--- config.mk ---
export PLATFORM = sky130hd
export DESIGN_NAME = length_field_frame_splitter_core
export DESIGN_NICKNAME = d
export VERILOG_FILES = /design/src/design/lffs_pkg.sv /design/src/design/lffs_cfg.sv /design/src/design/lffs_parse.sv /design/src/design/length_field_frame_splitter_core.sv
export SDC_FILE = /design/constraint.sdc
export NUM_CORES = 1
export LEC_CHECK = 0
export ABC_AREA = 1
export BUFFER_PORTS_ARGS = -buffer_cell sky130_fd_sc_hd__clkbuf_2
export CORE_UTILIZATION = 50
export DETAILED_ROUTE_END_ITERATION = 8
export GPL_TIMING_DRIVEN = 0
export PLACE_DENSITY = 0.7
export SYNTH_ARGS = -nofsm -noshare
export SYNTH_HDL_FRONTEND = slang
export SYNTH_HIERARCHICAL = 1
export SYNTH_SLANG_ARGS = --single-unit
export TNS_END_PERCENT = 50
--- constraint.sdc ---
create_clock -name clk_i -period 22.3 [get_ports clk_i]
set_input_delay 2.23 -clock clk_i [delete_from_list [all_inputs] [get_ports clk_i]]
set_output_delay 2.23 -clock clk_i [all_outputs]
set_load 0.005 [all_outputs]
--- src/design/lffs_pkg.sv ---
// Shared types, register indexes and helpers for the length-field frame splitter.
// No dependencies; every other design file imports this package.
`default_nettype none

package lffs_pkg;

  // Length field offset limit and widths of the frame bookkeeping
  localparam int unsigned MaxLengthOffset = 15;
  localparam int unsigned HdrCountW       = 5;
  localparam int unsigned AccumW          = 32;
  localparam int unsigned PayloadW        = 33;
  localparam int unsigned CfgIdxW         = 3;
  localparam int unsigned CfgDataW        = 32;

  // Configuration register indexes
  localparam logic [CfgIdxW-1:0] RegLengthOffset        = 3'd0;
  localparam logic [CfgIdxW-1:0] RegLengthWidthCode     = 3'd1;
  localparam logic [CfgIdxW-1:0] RegLengthBigEndian     = 3'd2;
  localparam logic [CfgIdxW-1:0] RegLengthAdjust        = 3'd3;
  localparam logic [CfgIdxW-1:0] RegLengthIncludesHdr   = 3'd4;
  localparam logic [CfgIdxW-1:0] RegMaxFrameBytes       = 3'd5;

  localparam logic [31:0] MaxFrameBytesReset = 32'd65535;

  // Length field size codes
  typedef enum logic [1:0] {
    LenWidth1  = 2'd0,
    LenWidth2  = 2'd1,
    LenWidth4  = 2'd2,
    LenNone    = 2'd3
  } lffs_width_e;

  typedef struct packed {
    logic [3:0]  length_offset;
    lffs_width_e length_width_code;
    logic        length_big_endian;
    logic [15:0] length_adjust;
    logic        length_includes_header;
    logic [31:0] max_frame_bytes;
  } lffs_cfg_t;

  typedef struct packed {
    logic [7:0] out_byte;
    logic       frame_start;
    logic       frame_end;
    logic       is_header;
    logic       frame_error;
  } lffs_result_t;

  // Number of bytes in the length field
  function automatic logic [2:0] field_bytes(lffs_width_e code);
    logic [2:0] n;
    case (code)
      LenWidth1: n = 3'd1;
      LenWidth2: n = 3'd2;
      LenWidth4: n = 3'd4;
      default:   n = 3'd0;
    endcase
    return n;
  endfunction

  // Clamp the length field offset to the supported range
  function automatic logic [3:0] eff_offset(logic [3:0] off);
    logic [3:0] lim;
    lim = 4'(MaxLengthOffset);
    return (off > lim) ? lim : off;
  endfunction

endpackage

`default_nettype wire

--- src/design/lffs_cfg.sv ---
// Configuration register bank of the length-field frame splitter.
// Depends on lffs_pkg for register indexes and the settings struct.
`default_nettype none

module lffs_cfg (
  input  logic                         clk_i,
  input  logic                         rst_ni,
  input  logic                         cfg_valid_i,
  output logic                         cfg_ready_o,
  input  logic [lffs_pkg::CfgIdxW-1:0]  cfg_index_i,
  input  logic [lffs_pkg::CfgDataW-1:0] cfg_data_i,
  output lffs_pkg::lffs_cfg_t          cfg_o
);
  import lffs_pkg::*;

  lffs_cfg_t cfg_q, cfg_d;

  // Always take a write beat
  assign cfg_ready_o = 1'b1;

  // Decode the register index
  always_comb begin
    cfg_d = cfg_q;
    if (cfg_valid_i) begin
      case (cfg_index_i)
        RegLengthOffset:      cfg_d.length_offset = cfg_data_i[3:0];
        RegLengthWidthCode:   cfg_d.length_width_code = lffs_width_e'(cfg_data_i[1:0]);
        RegLengthBigEndian:   cfg_d.length_big_endian = cfg_data_i[0];
        RegLengthAdjust:      cfg_d.length_adjust = cfg_data_i[15:0];
        RegLengthIncludesHdr: cfg_d.length_includes_header = cfg_data_i[0];
        RegMaxFrameBytes:     cfg_d.max_frame_bytes = cfg_data_i;
        default:              cfg_d = cfg_q;
      endcase
    end
  end

  always_ff @(posedge clk_i or negedge rst_ni) begin
    if (!rst_ni) begin
      cfg_q.length_offset          <= '0;
      cfg_q.length_width_code      <= LenWidth1;
      cfg_q.length_big_endian      <= 1'b0;
      cfg_q.length_adjust          <= '0;
      cfg_q.length_includes_header <= 1'b0;
      cfg_q.max_frame_bytes        <= MaxFrameBytesReset;
    end else begin
      cfg_q <= cfg_d;
    end
  end

  assign cfg_o = cfg_q;

endmodule

`default_nettype wire

--- src/design/lffs_parse.sv ---
// Per-byte frame parser: header counting, length field assembly and payload count.
// Depends on lffs_pkg for the settings and result structs.
`default_nettype none

module lffs_parse (
  input  logic                 clk_i,
  input  logic                 rst_ni,
  input  logic                 step_i,
  input  logic [7:0]           byte_i,
  input  lffs_pkg::lffs_cfg_t  cfg_i,
  output lffs_pkg::lffs_result_t result_o
);
  import lffs_pkg::*;

  logic                 in_payload_q, in_payload_d;
  logic [HdrCountW-1:0] hdr_count_q, hdr_count_d;
  logic [AccumW-1:0]    accum_q, accum_d;
  logic [PayloadW-1:0]  payload_left_q, payload_left_d;

  logic [3:0]           off;
  logic [2:0]           fbytes;
  logic [4:0]           hl;
  logic [4:0]           hl_eff;
  logic                 in_field;
  logic [1:0]           k;
  logic [4:0]           rel;
  logic [AccumW-1:0]    accum_new;
  logic                 last_hdr;
  logic [PayloadW-1:0]  sum;
  logic [PayloadW-1:0]  hl_ext;
  logic [PayloadW-1:0]  plen;
  logic [PayloadW:0]    total;
  logic                 under;
  logic                 oversize;
  logic                 len_nz;

  // Header geometry from the current settings
  always_comb begin
    off    = eff_offset(cfg_i.length_offset);
    fbytes = field_bytes(cfg_i.length_width_code);
    hl     = {1'b0, off} + {2'b00, fbytes};
    hl_eff = (hl == 5'd0) ? 5'd1 : hl;
    hl_ext = PayloadW'(hl);
  end

  // Gather the length field byte
  always_comb begin
    in_field = (hdr_count_q >= {1'b0, off}) && (hdr_count_q < hl);
    rel      = hdr_count_q - {1'b0, off};
    k        = rel[1:0];
    accum_new = accum_q;
    if (in_field) begin
      if (cfg_i.length_big_endian) begin
        accum_new = {accum_q[AccumW-9:0], byte_i};
      end else begin
        accum_new = accum_q | ({{(AccumW-8){1'b0}}, byte_i} << {k, 3'b000});
      end
    end
    last_hdr = ({1'b0, hdr_count_q} + 6'd1) >= {1'b0, hl_eff};
  end

  // Length checks at the last header byte
  always_comb begin
    len_nz   = (accum_new != '0);
    sum      = {1'b0, accum_new} + PayloadW'(cfg_i.length_adjust);
    under    = cfg_i.length_includes_header && (sum < hl_ext);
    plen     = cfg_i.length_includes_header ? (sum - hl_ext) : sum;
    total    = cfg_i.length_includes_header ? {1'b0, sum} : ({1'b0, sum} + {1'b0, hl_ext});
    oversize = total > {2'b00, cfg_i.max_frame_bytes};
  end

  // Next state and result for this byte
  always_comb begin
    in_payload_d   = in_payload_q;
    hdr_count_d    = hdr_count_q;
    accum_d        = accum_q;
    payload_left_d = payload_left_q;
    result_o.out_byte    = byte_i;
    result_o.frame_start = 1'b0;
    result_o.frame_end   = 1'b0;
    result_o.is_header   = 1'b0;
    result_o.frame_error = 1'b0;
    if (in_payload_q) begin
      if (payload_left_q <= PayloadW'(1)) begin
        result_o.frame_end = 1'b1;
        in_payload_d   = 1'b0;
        payload_left_d = '0;
      end else begin
        payload_left_d = payload_left_q - PayloadW'(1);
      end
    end else begin
      result_o.is_header   = 1'b1;
      result_o.frame_start = (hdr_count_q == '0);
      if (last_hdr) begin
        hdr_count_d = '0;
        accum_d     = '0;
        if (len_nz && !under && !oversize && (plen != '0)) begin
          in_payload_d   = 1'b1;
          payload_left_d = plen;
        end else begin
          result_o.frame_end   = 1'b1;
          result_o.frame_error = len_nz && (under || oversize);
        end
      end else begin
        hdr_count_d = hdr_count_q + HdrCountW'(1);
        accum_d     = accum_new;
      end
    end
  end

  always_ff @(posedge clk_i or negedge rst_ni) begin
    if (!rst_ni) begin
      in_payload_q   <= 1'b0;
      hdr_count_q    <= '0;
      accum_q        <= '0;
      payload_left_q <= '0;
    end else if (step_i) begin
      in_payload_q   <= in_payload_d;
      hdr_count_q    <= hdr_count_d;
      accum_q        <= accum_d;
      payload_left_q <= payload_left_d;
    end
  end

`ifndef SYNTHESIS
  // Header bookkeeping is clear while counting payload
  a_payload_clean: assert property (@(posedge clk_i) disable iff (!rst_ni)
    in_payload_q |-> (hdr_count_q == '0) && (accum_q == '0))
    else $error("header state not clear in payload phase");

  // Payload phase always has bytes still due
  a_payload_nonzero: assert property (@(posedge clk_i) disable iff (!rst_ni)
    in_payload_q |-> (payload_left_q != '0))
    else $error("payload phase with zero count");

  // Leave payload phase only on the counted last byte
  a_payload_exit: assert property (@(posedge clk_i) disable iff (!rst_ni)
    (step_i && in_payload_q && (payload_left_q > PayloadW'(1))) |=> in_payload_q)
    else $error("payload phase left early");
`endif

endmodule

`default_nettype wire

--- src/design/length_field_frame_splitter_core.sv ---
// Top level of the length-field frame splitter: input stage, parser, result stage.
// Depends on lffs_pkg, lffs_cfg and lffs_parse.
// An accepted byte passes the input register, then the result register, and is held there
// while out_stall_i is high.
// Throughput: one byte per cycle while the output does not stall; the parser state updates
// once per byte as it leaves the input register for the result register.
// Reset (rst_ni low, asynchronous): stages empty, parser in header phase, registers
// back to defaults (max_frame_bytes 65535, others zero).
`default_nettype none

module length_field_frame_splitter_core (
  input  logic                          clk_i,
  input  logic                          rst_ni,
  input  logic                          in_valid_i,
  output logic                          in_stall_o,
  input  logic [7:0]                    in_byte_i,
  output logic                          out_valid_o,
  input  logic                          out_stall_i,
  output logic [7:0]                    out_byte_o,
  output logic                          frame_start_o,
  output logic                          frame_end_o,
  output logic                          is_header_o,
  output logic                          frame_error_o,
  input  logic                          cfg_valid_i,
  output logic                          cfg_ready_o,
  input  logic [lffs_pkg::CfgIdxW-1:0]  cfg_index_i,
  input  logic [lffs_pkg::CfgDataW-1:0] cfg_data_i
);
  import lffs_pkg::*;

  lffs_cfg_t    cfg;
  lffs_result_t result;
  lffs_result_t out_q;
  logic         in_valid_q;
  logic [7:0]   in_byte_q;
  logic         out_valid_q;
  logic         advance;
  logic         in_take;

  lffs_cfg u_cfg (
    .clk_i       (clk_i),
    .rst_ni      (rst_ni),
    .cfg_valid_i (cfg_valid_i),
    .cfg_ready_o (cfg_ready_o),
    .cfg_index_i (cfg_index_i),
    .cfg_data_i  (cfg_data_i),
    .cfg_o       (cfg)
  );

  // Move a beat from the input stage when the result stage frees up
  assign advance    = in_valid_q && (!out_valid_q || !out_stall_i);
  assign in_stall_o = in_valid_q && !advance;
  assign in_take    = in_valid_i && !in_stall_o;

  lffs_parse u_parse (
    .clk_i    (clk_i),
    .rst_ni   (rst_ni),
    .step_i   (advance),
    .byte_i   (in_byte_q),
    .cfg_i    (cfg),
    .result_o (result)
  );

  // Input stage
  always_ff @(posedge clk_i or negedge rst_ni) begin
    if (!rst_ni) begin
      in_valid_q <= 1'b0;
    end else if (in_take) begin
      in_valid_q <= 1'b1;
    end else if (advance) begin
      in_valid_q <= 1'b0;
    end
  end

  always_ff @(posedge clk_i) begin
    if (in_take) begin
      in_byte_q <= in_byte_i;
    end
  end

  // Result stage: load on advance, drop when taken
  always_ff @(posedge clk_i or negedge rst_ni) begin
    if (!rst_ni) begin
      out_valid_q <= 1'b0;
    end else if (advance) begin
      out_valid_q <= 1'b1;
    end else if (!out_stall_i) begin
      out_valid_q <= 1'b0;
    end
  end

  always_ff @(posedge clk_i) begin
    if (advance) begin
      out_q <= result;
    end
  end

  assign out_valid_o   = out_valid_q;
  assign out_byte_o    = out_q.out_byte;
  assign frame_start_o = out_q.frame_start;
  assign frame_end_o   = out_q.frame_end;
  assign is_header_o   = out_q.is_header;
  assign frame_error_o = out_q.frame_error;

`ifndef SYNTHESIS
  // Input stalls only while its stage holds a beat
  a_stall_full: assert property (@(posedge clk_i) disable iff (!rst_ni)
    in_stall_o |-> (in_valid_q && out_valid_q && out_stall_i))
    else $error("input stalled without a blocked beat");

  // An error mark closes the frame on a header byte
  a_error_end: assert property (@(posedge clk_i) disable iff (!rst_ni)
    (out_valid_o && frame_error_o) |-> (frame_end_o && is_header_o))
    else $error("error mark off the last header byte");

  // A frame opens on a header byte
  a_start_hdr: assert property (@(posedge clk_i) disable iff (!rst_ni)
    (out_valid_o && frame_start_o) |-> is_header_o)
    else $error("frame start on a payload byte");
`endif

endmodule

`default_nettype wire

* Word-level counts from Yosys, hierarchy flattened
Index checks and enable logic that the tools add are counted.
Widths: inputs -> output; s select.
** Word-level totals
- Flip-flop bits (word level) :: 149
- Latch bits :: 0
- RAM bits :: 0
- Memory bits (read-only) :: 0
- Input bits :: 48
- Output and inout port bits :: 15
- Word-level logic and storage cells :: 108
- Memories :: 0
** Operators by class
- $add $sub $neg :: 8
- $mul :: 0
- Div/mod/pow operators :: 0
- Order comparisons :: 7
- Equality and inequality tests :: 8
- Shifts and indexed selects :: 1
- Multiplexer cells :: 28
- Bitwise gates (word level) :: 3
- Reductions and logical operators :: 35
** Operators by type and width (count)
- $mux 33 :: 5
- $mux 32 :: 3
- $add 33x5->34 :: 1
- $gt 34x32->1 :: 1
- $mux 34 :: 1
- $add 32x16->33 :: 1
- $le 33x1->1 const B :: 1
- $lt 33x5->1 :: 1
- $reduce_bool 33->1 :: 1
- $sub 33x1->33 const B :: 1
- $sub 33x5->33 :: 1
- $or 32x32->32 :: 1
- $reduce_bool 32->1 :: 1
- $shl 8x5->32 :: 1
- $mux 1 :: 14
- $reduce_and 2->1 :: 7
- $logic_not 5->1 :: 2
- $mux 5 :: 2
- $logic_and 1x1->1 :: 9
- $pmux 3 s3 :: 1
- $add 5x1->6 const B :: 1
- $eq 3x2->1 const B :: 2
- $eq 3x3->1 const B :: 2
- $ge 6x5->1 :: 1
- other kinds (20) :: 29

* Logic depth before layout (Yosys ltp)
Gate-level depths: netlist (run 1).
- Depth in word-level cells :: 17
- Depth in mapped cells :: 62
- Gate-level depth less buffers :: 59

* Modules after synthesis
The synthesis (run 1) kept the hierarchy.
** Modules (own cells, without submodules)
- lffs_parse :: instances 1, cells an instance 1651, area an instance 10221.1 um^2, seq. area each 1776.7 um^2
- lffs_cfg :: instances 1, cells an instance 257, area an instance 2280.9 um^2, seq. area each 1421.4 um^2
- length_field_frame_splitter_core :: instances 1, cells an instance 32, area an instance 695.7 um^2, seq. area each 650.6 um^2

* Least setup slack after synthesis (run 1)
Ideal clock, no wire load.
- Path kind :: flip-flop to flip-flop
- Start point :: reg u_cfg.cfg_q, in the netlist u_cfg/cfg_o[51]
- End point :: reg u_parse.payload_left_q[21]
- Library setup time :: 0.117 ns
- Data arrival time :: 7.997 ns
- Required time :: 22.183 ns
- Slack :: 14.186 ns
- Stages on the path, launching flop included :: 54
- Buffers on the path :: 3
- Clock period less this slack :: 8.114 ns
- Path through :: dfrtp_1 -> nor2_1 -> ha_1 -> fa_1 -> inv_1 -> ha_1 -> o21ai_0 -> nand2_1 -> a21oi_1 -> nand2_2 -> nand2_4 -> nand2_4 -> buf_6 -> inv_2 -> clkbuf_1 -> nand2_1 -> o21ai_0 -> inv_1 -> [... 18 more ...] -> nor2_1 -> xor2_1 -> inv_1 -> ha_1 -> nand2_1 -> nor2_1 -> nand3b_1 -> o41ai_1 -> nand2_1 -> inv_1 -> nand2_1 -> nor2_1 -> nand3_2 -> nand2_4 -> nand2_8 -> buf_12 -> nand2_1 -> nand2_1
** Between the ends
- Word-level cells in the longest chain between the ends :: 15
- Elaborated cells between the ends (all ways) :: 32
- Those cells by class :: add/sub: 4; order compare: 4; eq/ne: 2; mux: 8; reduce/logical: 14
** RTL lines
- start, declared :: RTL line lffs_cfg.sv:16 : lffs_cfg_t cfg_q, cfg_d;
- start signal, assigned :: RTL line lffs_cfg.sv:46 : cfg_q <= cfg_d;
- $eq 2x2->1, or another cell as far along :: RTL line lffs_pkg.sv:53 : case (code)
- $pmux 3 s3 * :: RTL line lffs_pkg.sv:53
- $add 4x3->5 * :: RTL line lffs_parse.sv:41 : hl = {1'b0, off} + {2'b00, fbytes};
- $lt 5x5->1 :: RTL line lffs_parse.sv:48 : in_field = (hdr_count_q >= {1'b0, off}) && (hdr_count_q < hl);
- $logic_and 1x1->1 :: RTL line lffs_parse.sv:48
- $mux 32 :: RTL line lffs_parse.sv:52 : if (in_field) begin
- $add 32x16->33 :: RTL line lffs_parse.sv:65 : sum = {1'b0, accum_new} + PayloadW'(cfg_i.length_adjust);
- $add 33x5->34 / $lt 33x5->1 (equally long branches) :: RTL line lffs_parse.sv:68, lffs_parse.sv:66
- $mux 34 / $logic_and 1x1->1 (equally long branches) :: RTL line lffs_parse.sv:68, lffs_parse.sv:66
- $gt 34x32->1 / $logic_not 1->1 (equally long branches) :: RTL line lffs_parse.sv:69, lffs_parse.sv:97
- $logic_not 1->1 / $logic_and 1x1->1 (equally long branches) :: RTL line lffs_parse.sv:97 : if (len_nz && !under && !oversize && (plen != '0)) begin
- $logic_and 1x1->1 (2 in series) :: RTL line lffs_parse.sv:97
- $reduce_bool 2->1 (no source line)
- $reduce_and 3->1 (no source line)
- end signal, assigned :: RTL line lffs_parse.sv:121 : payload_left_q <= payload_left_d;
- end, declared :: RTL line lffs_parse.sv:18 : logic [PayloadW-1:0] payload_left_q, payload_left_d;
Mark *: on every way between the ends. The rest lies on a longest branch, timed or not. The select of a mux whose other input is x is not followed.
A chain may end at the register's enable or synchronous reset.

* Final worst setup path (run 1)
- Start point :: reg u_cfg.cfg_q, in the netlist u_cfg/cfg_o[52]
- End point :: reg u_parse.payload_left_q[21]
** Between the ends
- Word-level cells in the longest chain between the ends :: 16
- Elaborated cells between the ends (all ways) :: 35
- Those cells by class :: add/sub: 5; order compare: 6; shift: 1; mux: 9; bitwise: 1; reduce/logical: 13
** RTL lines
- $gt 4x4->1 :: RTL line lffs_pkg.sv:66 : return (off > lim) ? lim : off;
- $mux 4 * :: RTL line lffs_pkg.sv:66
- $sub 2x2->2 :: RTL line lffs_parse.sv:49 : rel = hdr_count_q - {1'b0, off};
- $shl 8x5->32 :: RTL line lffs_parse.sv:56 : accum_new = accum_q | ({{(AccumW-8){1'b0}}, byte_i} << {k, 3'b000});
- $or 32x32->32 :: RTL line lffs_parse.sv:56
- $mux 32 :: RTL line lffs_parse.sv:53 : if (cfg_i.length_big_endian) begin
- $mux 32 :: RTL line lffs_parse.sv:52
- $add 32x16->33 :: RTL line lffs_parse.sv:65
- $add 33x5->34 / $lt 33x5->1 (equally long branches) :: RTL line lffs_parse.sv:68, lffs_parse.sv:66
- $mux 34 / $logic_and 1x1->1 (equally long branches) :: RTL line lffs_parse.sv:68, lffs_parse.sv:66
- $gt 34x32->1 / $logic_not 1->1 (equally long branches) :: RTL line lffs_parse.sv:69, lffs_parse.sv:97
- $logic_not 1->1 / $logic_and 1x1->1 (equally long branches) :: RTL line lffs_parse.sv:97
- $logic_and 1x1->1 (2 in series) :: RTL line lffs_parse.sv:97
- $reduce_bool 2->1 (no source line)
- $reduce_and 3->1 (no source line)
Marks and branches as above.

==> flow_summary.toml, run 1 <==
[global_routing]
grt_pass1_vias = 12000
gr-usage-all-layers_pct = 29.4
grt_pass1_wl_um = 61800
grt_max_degree = 78
antenna_found_initial = 0
grt.overflow.total = 0

[synthesis]
yosysWarnings = 6
synth_nets = 2069
synth_xor_area_share_pct = 4.64
synth_top_family_by_area = "simple AND/OR/NAND/NOR gates"
synthMuxAreaShare_pct = 0
synthSimpleGateAreaFrac_pct = 38.6
ys_types = 53
synth_compound_area_share_pct = 9.07
ys_seq_area_share_pct = 29.2
syn_area_per_cell_um2 = 6.80
synthesis.area_um2 = 13200
synth_adder_area_share_pct = 7.91
yosys_register_bits = 149
syn-instance-count = 1940

[clock_tree]
cts_tree = "done"
cts_made_buffers = 17
cts.sinks = 149
htreeDepth = 4
insertion_delay_ns = 0.44
cts.reportedPaths.clkPinSlew_ns = 0.07
postCtsHoldBufs = 0
postCtsSetupBuffers = 0
root_buffer = "clkbuf_16"
clk_path_buf_depth = 2
cts.repair.resized = 0

[worst_setup_path]
end_kind = "flip-flop"
critPathRequiredTime_ns = 22.62
critPathSlowestCell = "o41ai_1"
critical_path_class = "flip-flop to flip-flop"
arrival_ns = 11.47
critPathLaunchType = "flip-flop"
cp_common_cell = "nand2_1"
critPathMaxFanout = 10
cp_slowest_stage_delay_ns = 0.94

[final_layout]
mostFrequentLayoutCells = "nand2_1, inv_1, nand3_1"
drive_gt1_share_pct = 13.4
area_growth_pct = 10.4
nets = 2150
regArea_um2 = 3850
multi_input_area_um2 = 7950
fillers = 2543
fin_util_pct = 56.0
final_common_cell = "nand2_1"
diodes = 0

[timing]
period_minus_slack_ns = 11.15
slew_viol_final = 0
hold-worst-slack_ns = 0.469
fmax_ghz = 0.0897
finalWorstSetupSlack_ns = 11.15
setup_viol = 0
relSlewSlack_pct = 27.3
finalHoldViolCount = 0
finClkSkew_ns = 0.0200
grt_setup_unrepaired = "no"
worst_pin_slew_ns = 1.08
fin_crit_sh_pct = 50.0
tns_ns = 0

[worst_hold_path]
hold_path.class = "flip-flop to flip-flop"

[placement]
io_buffer_count = 61
preCtsSetupSlack_ns = 11.54
dp_hpwl_um = 29800
place.gp.congestion = 0.950

[floorplan]
die_h_um = 164
initial_utilization_pct = 50.8
io_pins = 63
coreArea_um2 = 26000
die_w_um = 164
num_rows = 59
die-area_um2 = 27000

[outcome]
outcome = "completed"

[routing]
drt_first_iter_violations = 1192
via_per_inst = 5.52
ant_nets = 0
wl_per_cell_um = 16.2
drt_wl_total_um = 38300
via_count = 13100
dr.pass1.iters = 6
drc_errors = 0

[job]
max_cap_viol_count = 0
worst max-delay path: cells and delay by family, from the launching register on:
family,cells,cell delay (ns)
AO/OA/AOI/OAI,6,1.80
XOR/XNOR,3,1.15
flip-flops,1,0.44
adder cells (fa/ha/maj),7,2.31
buffers and inverters,9,1.45
AND/OR/NAND/NOR,26,3.83
state kept, by name, summed over array words and instances (netlist names), 5 cells and up:
signal / flops
in_byte_q: 8
u_parse/hdr_count_q: 5
u_cfg/cfg_o: 56
u_parse/accum_q: 32
out_byte_o: 8
u_parse/payload_left_q: 33
synth_stat cells (all sizes together):
cell	number	share of area (%)
a31oi	2	0.095
nand4	42	2.0
a21oi	44	1.8
o32ai	1	0.066
a2111oi	1	0.066
o21ai	85	3.2
or2	4	0.19
a21boi	1	0.057
fa	4	0.61
o22ai	58	2.7
o31ai	2	0.11
o211a	1	0.076
nor4	17	0.81
ha	77	7.3
dfrtp	113	21
o21bai	5	0.28
o21a	2	0.11
nor2	201	6.7
o41ai	2	0.13
inv	259	7.4
nand3	217	8.6
edfxtp	20	4.6
a211oi	2	0.11
dfstp	16	3.2
clkinv	4	0.11
nor3	23	0.95
conb	1	0.028
o211ai	2	0.11
a21o	2	0.11
clkbuf	26	0.74
xnor2	22	1.5
xor2	47	3.1
nand2	598	19
nand3b	4	0.23
and2	1	0.047
buf	34	2.4
logic make-up after synthesis:
logic type	count (synthesis)
fa+ha+maj	81
compound gates	210
other cells	1
flops	149
simple gates	1107
buf+inv	323
xor+xnor	69
metal layers:
metal	track usage (%)	part of all wire, %
met1	40.8	47
met2	46.2	44
met3	4.87	6.5
met4	9.59	3.0
met5	0	0
final timing paths:
check                      slack [ns]  cells after the start                          to            start
max                             11.15                     51  u_parse/payload_left_q[21]  u_cfg/cfg_o[52]
min                              0.47                      2              u_cfg/cfg_o[5]   u_cfg/cfg_o[5]
max reg2reg                     11.15                     51  u_parse/payload_left_q[21]  u_cfg/cfg_o[52]
min reg2reg                      0.47                      2              u_cfg/cfg_o[5]   u_cfg/cfg_o[5]
max in group asynchronous       19.73                      2              u_cfg/cfg_o[2]           rst_ni
min in group asynchronous        1.76                      1  u_parse/payload_left_q[27]           rst_ni
layout make-up:
type | count | share of cell area (%)
clock inverter | 15 | 1.21
clock buffer | 17 | 2.92
buffer | 60 | 2.85
sequential | 149 | 26.4
timing repair buffer | 62 | 2.35
multi-input combinational | 1468 | 54.6
inverter | 263 | 6.78
tap | 335 | 2.88
stage by stage:
step	area, µm²	std cells
floorplan	13200	1940
global placement	13900	2336
detailed placement	14000	2337
CTS	14600	2369
global route	14600	2369
finish	14600	2369
Power of run 1 is not shown: default switching activity piles up to over one toggle a cycle in this logic, so the estimate is an artifact.
==> inputs of run 2 (changes only) <==
Clock period 22.3 ns to 11.7 ns, I/O delays scaled along.
==> run 2 against run 1 <==
Effect of this change: sequential cell count did not move; cell area about the same; worst setup slack got worse by 10 ns; die area stayed put; clock skew grew 0.0011 ns; global-route usage unchanged; wire length increased by 0.17%; sequential share of layout area about the same; worst hold slack is essentially flat; via count decreased by 0.28%; core utilization hardly changed; critical endpoint unchanged; highest routed layer unchanged.
==> flow_summary.toml, run 2 (same netlist as run 1, synthesis figures left out) <==
[final_layout]
area_growth_pct = 10.4
mostFrequentLayoutCells = "nand2_1, inv_1, nand3_1"
diodes = 0
final_area_um2 = 14600
final_common_cell = "nand2_1"
drive_gt1_share_pct = 13.4
nets = 2150
fillers = 2541
largest_reg_flops = 56

[worst_setup_path]
critPathMaxFanout = 10
critPathSlowestCell = "nor4_1"
critPathRequiredTime_ns = 12.02
critPathLaunchType = "flip-flop"
cp_common_cell = "nand2_1"
end_kind = "flip-flop"
arrival_ns = 11.15
critical_path_class = "flip-flop to flip-flop"
cp_slowest_stage_delay_ns = 0.69

[placement]
dpl-instance-area_um2 = 14000
preCtsSetupSlack_ns = 0.937
place.gp.congestion = 0.950
io_buffer_count = 61
dp_hpwl_um = 29800

[clock_tree]
postCtsHoldBufs = 0
root_buffer = "clkbuf_16"
htreeDepth = 4
clk_path_buf_depth = 2
cts_tree = "done"
insertion_delay_ns = 0.44
cts_made_buffers = 17
cts.reportedPaths.clkPinSlew_ns = 0.07
cts.sinks = 149

[routing]
drc_errors = 0
drt_wl_total_um = 38400
dr.pass1.iters = 8
wl_per_cell_um = 16.2
ant_nets = 0
drt_first_iter_violations = 1189
via_count = 13000
via_per_inst = 5.50

[timing]
setup_viol = 0
finalHoldViolCount = 0
grt_setup_unrepaired = "no"
worst_pin_slew_ns = 0.925
finalWorstSetupSlack_ns = 0.870
fmax_ghz = 0.0923
hold-worst-slack_ns = 0.468
period_minus_slack_ns = 10.83
slew_viol_final = 0
tns_ns = 0
finClkSkew_ns = 0.0211
relSlewSlack_pct = 38.3
fin_crit_sh_pct = 92.6

[global_routing]
gr-usage-all-layers_pct = 29.4
grt_pass1_vias = 12000
grt_pass1_wl_um = 61800
grt.overflow.total = 0
grt_max_degree = 78
antenna_found_initial = 0

[floorplan]
initial_utilization_pct = 50.8
coreArea_um2 = 26000
die_h_um = 164
io_pins = 63
die-area_um2 = 27000
die_w_um = 164
num_rows = 59

[outcome]
outcome = "completed"

[job]
max_cap_viol_count = 0

[worst_hold_path]
hold_path.class = "flip-flop to flip-flop"
==> run 2: worst max-delay path, delay by kind of cell, from the launching register on <==
kind / cells / cell delay [ns]
adders and majority gates: 7 / 2.31
and+or+nand+nor: 26 / 3.84
DFF: 1 / 0.44
buffers and inverters: 9 / 1.44
AOI/OAI and AO/OA: 6 / 1.46
xor gates and xnor gates: 3 / 1.16
==> run 2: path summary, 6_finish.rpt <==
path / from / end / slack [ns] / cells after the start
min reg2reg: u_cfg/cfg_o[5] / u_cfg/cfg_o[5] / 0.47 / 2
min: u_cfg/cfg_o[5] / u_cfg/cfg_o[5] / 0.47 / 2
max in group asynchronous: rst_ni / u_cfg/cfg_o[0] / 10.19 / 2
min in group asynchronous: rst_ni / u_parse/payload_left_q[27] / 0.70 / 1
max: u_cfg/cfg_o[52] / u_parse/payload_left_q[21] / 0.87 / 51
max reg2reg: u_cfg/cfg_o[52] / u_parse/payload_left_q[21] / 0.87 / 51
==> run 2: layout make-up <==
type,instances,area [µm²],share of cell area (%)
multi-input cells,1468,7960,54.6
flip-flops and latches,149,3850,26.4
inverters,263,987,6.77
clock buffers,17,425,2.92
well taps,335,419,2.88
plain buffers,60,415,2.85
repair buffers,62,342,2.34
clock inverters,15,176,1.21
==> run 2: per-layer routing <==
metal / part of all wire, % / wire [µm] / vias to the layer above / global-route usage (%)
met5: 0 / 0 / - / 0
met4: 2.8 / 1060 / 0 / 9.59
met3: 6.8 / 2620 / 58 / 4.87
met2: 44 / 17000 / 461 / 46.2
met1: 46 / 17700 / 6026 / 40.8
li1: - / - / 6486 / -
==> run 2: per-stage QoR <==
step,util (%),cells
6_report,56.1,2369
5_1_grt,56.1,2369
3_5_place_dp,53.7,2337
4_1_cts,56.0,2369
3_3_place_gp,53.6,2336
2_1_floorplan,-,1940
==> run 2: repair_timing <==
item	CTS	global route
gates resized for setup	0	1
setup buffers	0	0
setup endpoints to repair	0	34
Power of run 2 is left out for the same reason.
==> inputs of run 3 (changes only) <==
Settings changed: BUFFER_PORTS_ARGS -buffer_cell sky130_fd_sc_hd__clkbuf_2 to default, CORE_UTILIZATION 50 to 40, DONT_BUFFER_PORTS from default to 1, PLACE_DENSITY 0.7 to 0.55.
==> run 3 against run 2 <==
Effect of this change: non-clock buffer count shrank 61; wire length rose by 4.0%; clock skew decreased by 0.0094 ns; first-iteration DRC count decreased by 16%; die area rose by 25%; via count down 3.4%; global-route usage down 4.8 points; sequential cell count did not move; largest cell class unchanged; highest routed layer is now met5.
==> flow_summary.toml, run 3 (same netlist as run 1, synthesis figures left out) <==
[routing]
wl_per_cell_um = 16.5
drt_first_iter_violations = 1003
drt_wl_total_um = 39900
via_count = 12600
via_per_inst = 5.21
dr.pass1.iters = 5
ant_nets = 0
drc_errors = 0

[global_routing]
antenna_found_initial = 1
grt_pass1_vias = 11800
grt_pass1_wl_um = 64200
gr-usage-all-layers_pct = 24.6
grt.overflow.total = 0
grt_max_degree = 130

[clock_tree]
cts_tree = "done"
insertion_delay_ns = 0.46
cts_made_buffers = 17
postCtsSetupBuffers = 0
cts.sinks = 149
cts.reportedPaths.clkPinSlew_ns = 0.07
root_buffer = "clkbuf_16"
clk_path_buf_depth = 2
htreeDepth = 4

[timing]
hold-worst-slack_ns = 0.410
finClkSkew_ns = 0.0117
worst_pin_slew_ns = 0.923
finalWorstSetupSlack_ns = 1.01
fin_crit_sh_pct = 91.4
grt_setup_unrepaired = "no"
fmax_ghz = 0.0935
finalHoldViolCount = 0
relSlewSlack_pct = 38.2
period_minus_slack_ns = 10.69
tns_ns = 0
setup_viol = 0
slew_viol_final = 0

[floorplan]
num_rows = 66
coreArea_um2 = 32500
initial_utilization_pct = 40.6
die-area_um2 = 33700
die_w_um = 184
io_pins = 63
die_h_um = 184

[final_layout]
largest_reg_flops = 56
drive_gt1_share_pct = 10.7
multi_input_area_um2 = 7960
final_area_um2 = 14400
mostFrequentLayoutCells = "nand2_1, inv_1, nand3_1"
final_common_cell = "nand2_1"
fillers = 3472
area_growth_pct = 8.94
nets = 2089
regArea_um2 = 3850
diodes = 0

[worst_setup_path]
critPathSlowestCell = "fa_1"
end_kind = "flip-flop"
reg2reg_slack_ns = 1.01
critPathCapture = "u_parse/payload_left_q[5]"
critPathRequiredTime_ns = 12.04
cp_slowest_stage_delay_ns = 0.64
cp_common_cell = "nand2_1"
r2r_cells = 55
arrival_ns = 11.03
r2r-start = "u_cfg/cfg_o[52]"
crit_start = "u_cfg/cfg_o[52]"
critPathLaunchType = "flip-flop"
critical_path_class = "flip-flop to flip-flop"
critPathMaxFanout = 10
r2r_end = "u_parse/payload_left_q[5]"

[placement]
io_buffer_count = 0
dp_hpwl_um = 31200
preCtsSetupSlack_ns = 0.698
dpl-instance-area_um2 = 13800
place.gp.congestion = 0.920

[outcome]
outcome = "completed"

[job]
max_cap_viol_count = 0

[worst_hold_path]
hold_path.class = "input pin to asynchronous set/reset pin"
## run 3: cell count changes in the layout (fill, tap and decap cells not counted)
cell        before  now
clkinv_4         3    1
inv_6            2    4
clkbuf_2        60    0
nor4_1          17   16
clkbuf_8         1    0
buf_16           1    0
nor4_2           0    1
clkinv_8         4    0
bufinv_16        0    2
clkinv_1         4    5
buf_8            0    1
clkinv_2         0    1
clkinvlp_4       0    3
inv_8            6    3
## run 3: metrics by stage
stage	std cells	utilization, %
after floorplan	1940	-
after global routing	2415	44.2
final	2415	44.2
after detailed placement	2383	42.3
after global placement	2382	42.3
after CTS	2415	44.1
## run 3: timing repair
action	in CTS	in global routing
hold buffers	0	0
gates resized for setup	0	2
endpoints found under the setup margin	0	35
## run 3: metal layers
layer  track usage [%]  wire, µm  part of all wire (%)
met4              7.47       798                   2.0
met1              34.8     19600                    49
met5                 0         8                 0.020
met2              37.7     17400                    44
met3              4.66      2160                   5.4
## run 3: final cells by class
type	count	area share, %
multi-input combinational	1468	55.4
sequential	149	26.8
inverter	263	6.87
tap	442	3.85
clock buffer	17	2.96
buffer	60	2.89
clock inverter	15	1.17
timing repair buffer	1	0.104
## run 3: worst max-delay path, delay by kind of cell (launching register included)
kind	cells	cell delay (ns)
simple gates	30	4.00
fa+ha+maj	7	2.51
buf+inv	11	1.65
compound gates	5	1.07
xor+xnor	2	0.88
flops	1	0.44
## run 3: worst min path at each step
stage,start,to,slack (ns)
floorplan,u_cfg/cfg_o[10],u_cfg/cfg_o[10],0.45
global placement,u_cfg/cfg_o[2],u_cfg/cfg_o[2],0.46
detailed placement,u_cfg/cfg_o[5],u_cfg/cfg_o[5],0.46
CTS,rst_ni,u_parse/payload_left_q[27],0.39
global route,rst_ni,u_parse/payload_left_q[27],0.39
finish,rst_ni,u_parse/payload_left_q[27],0.41
Power of run 3 is left out for the same reason.
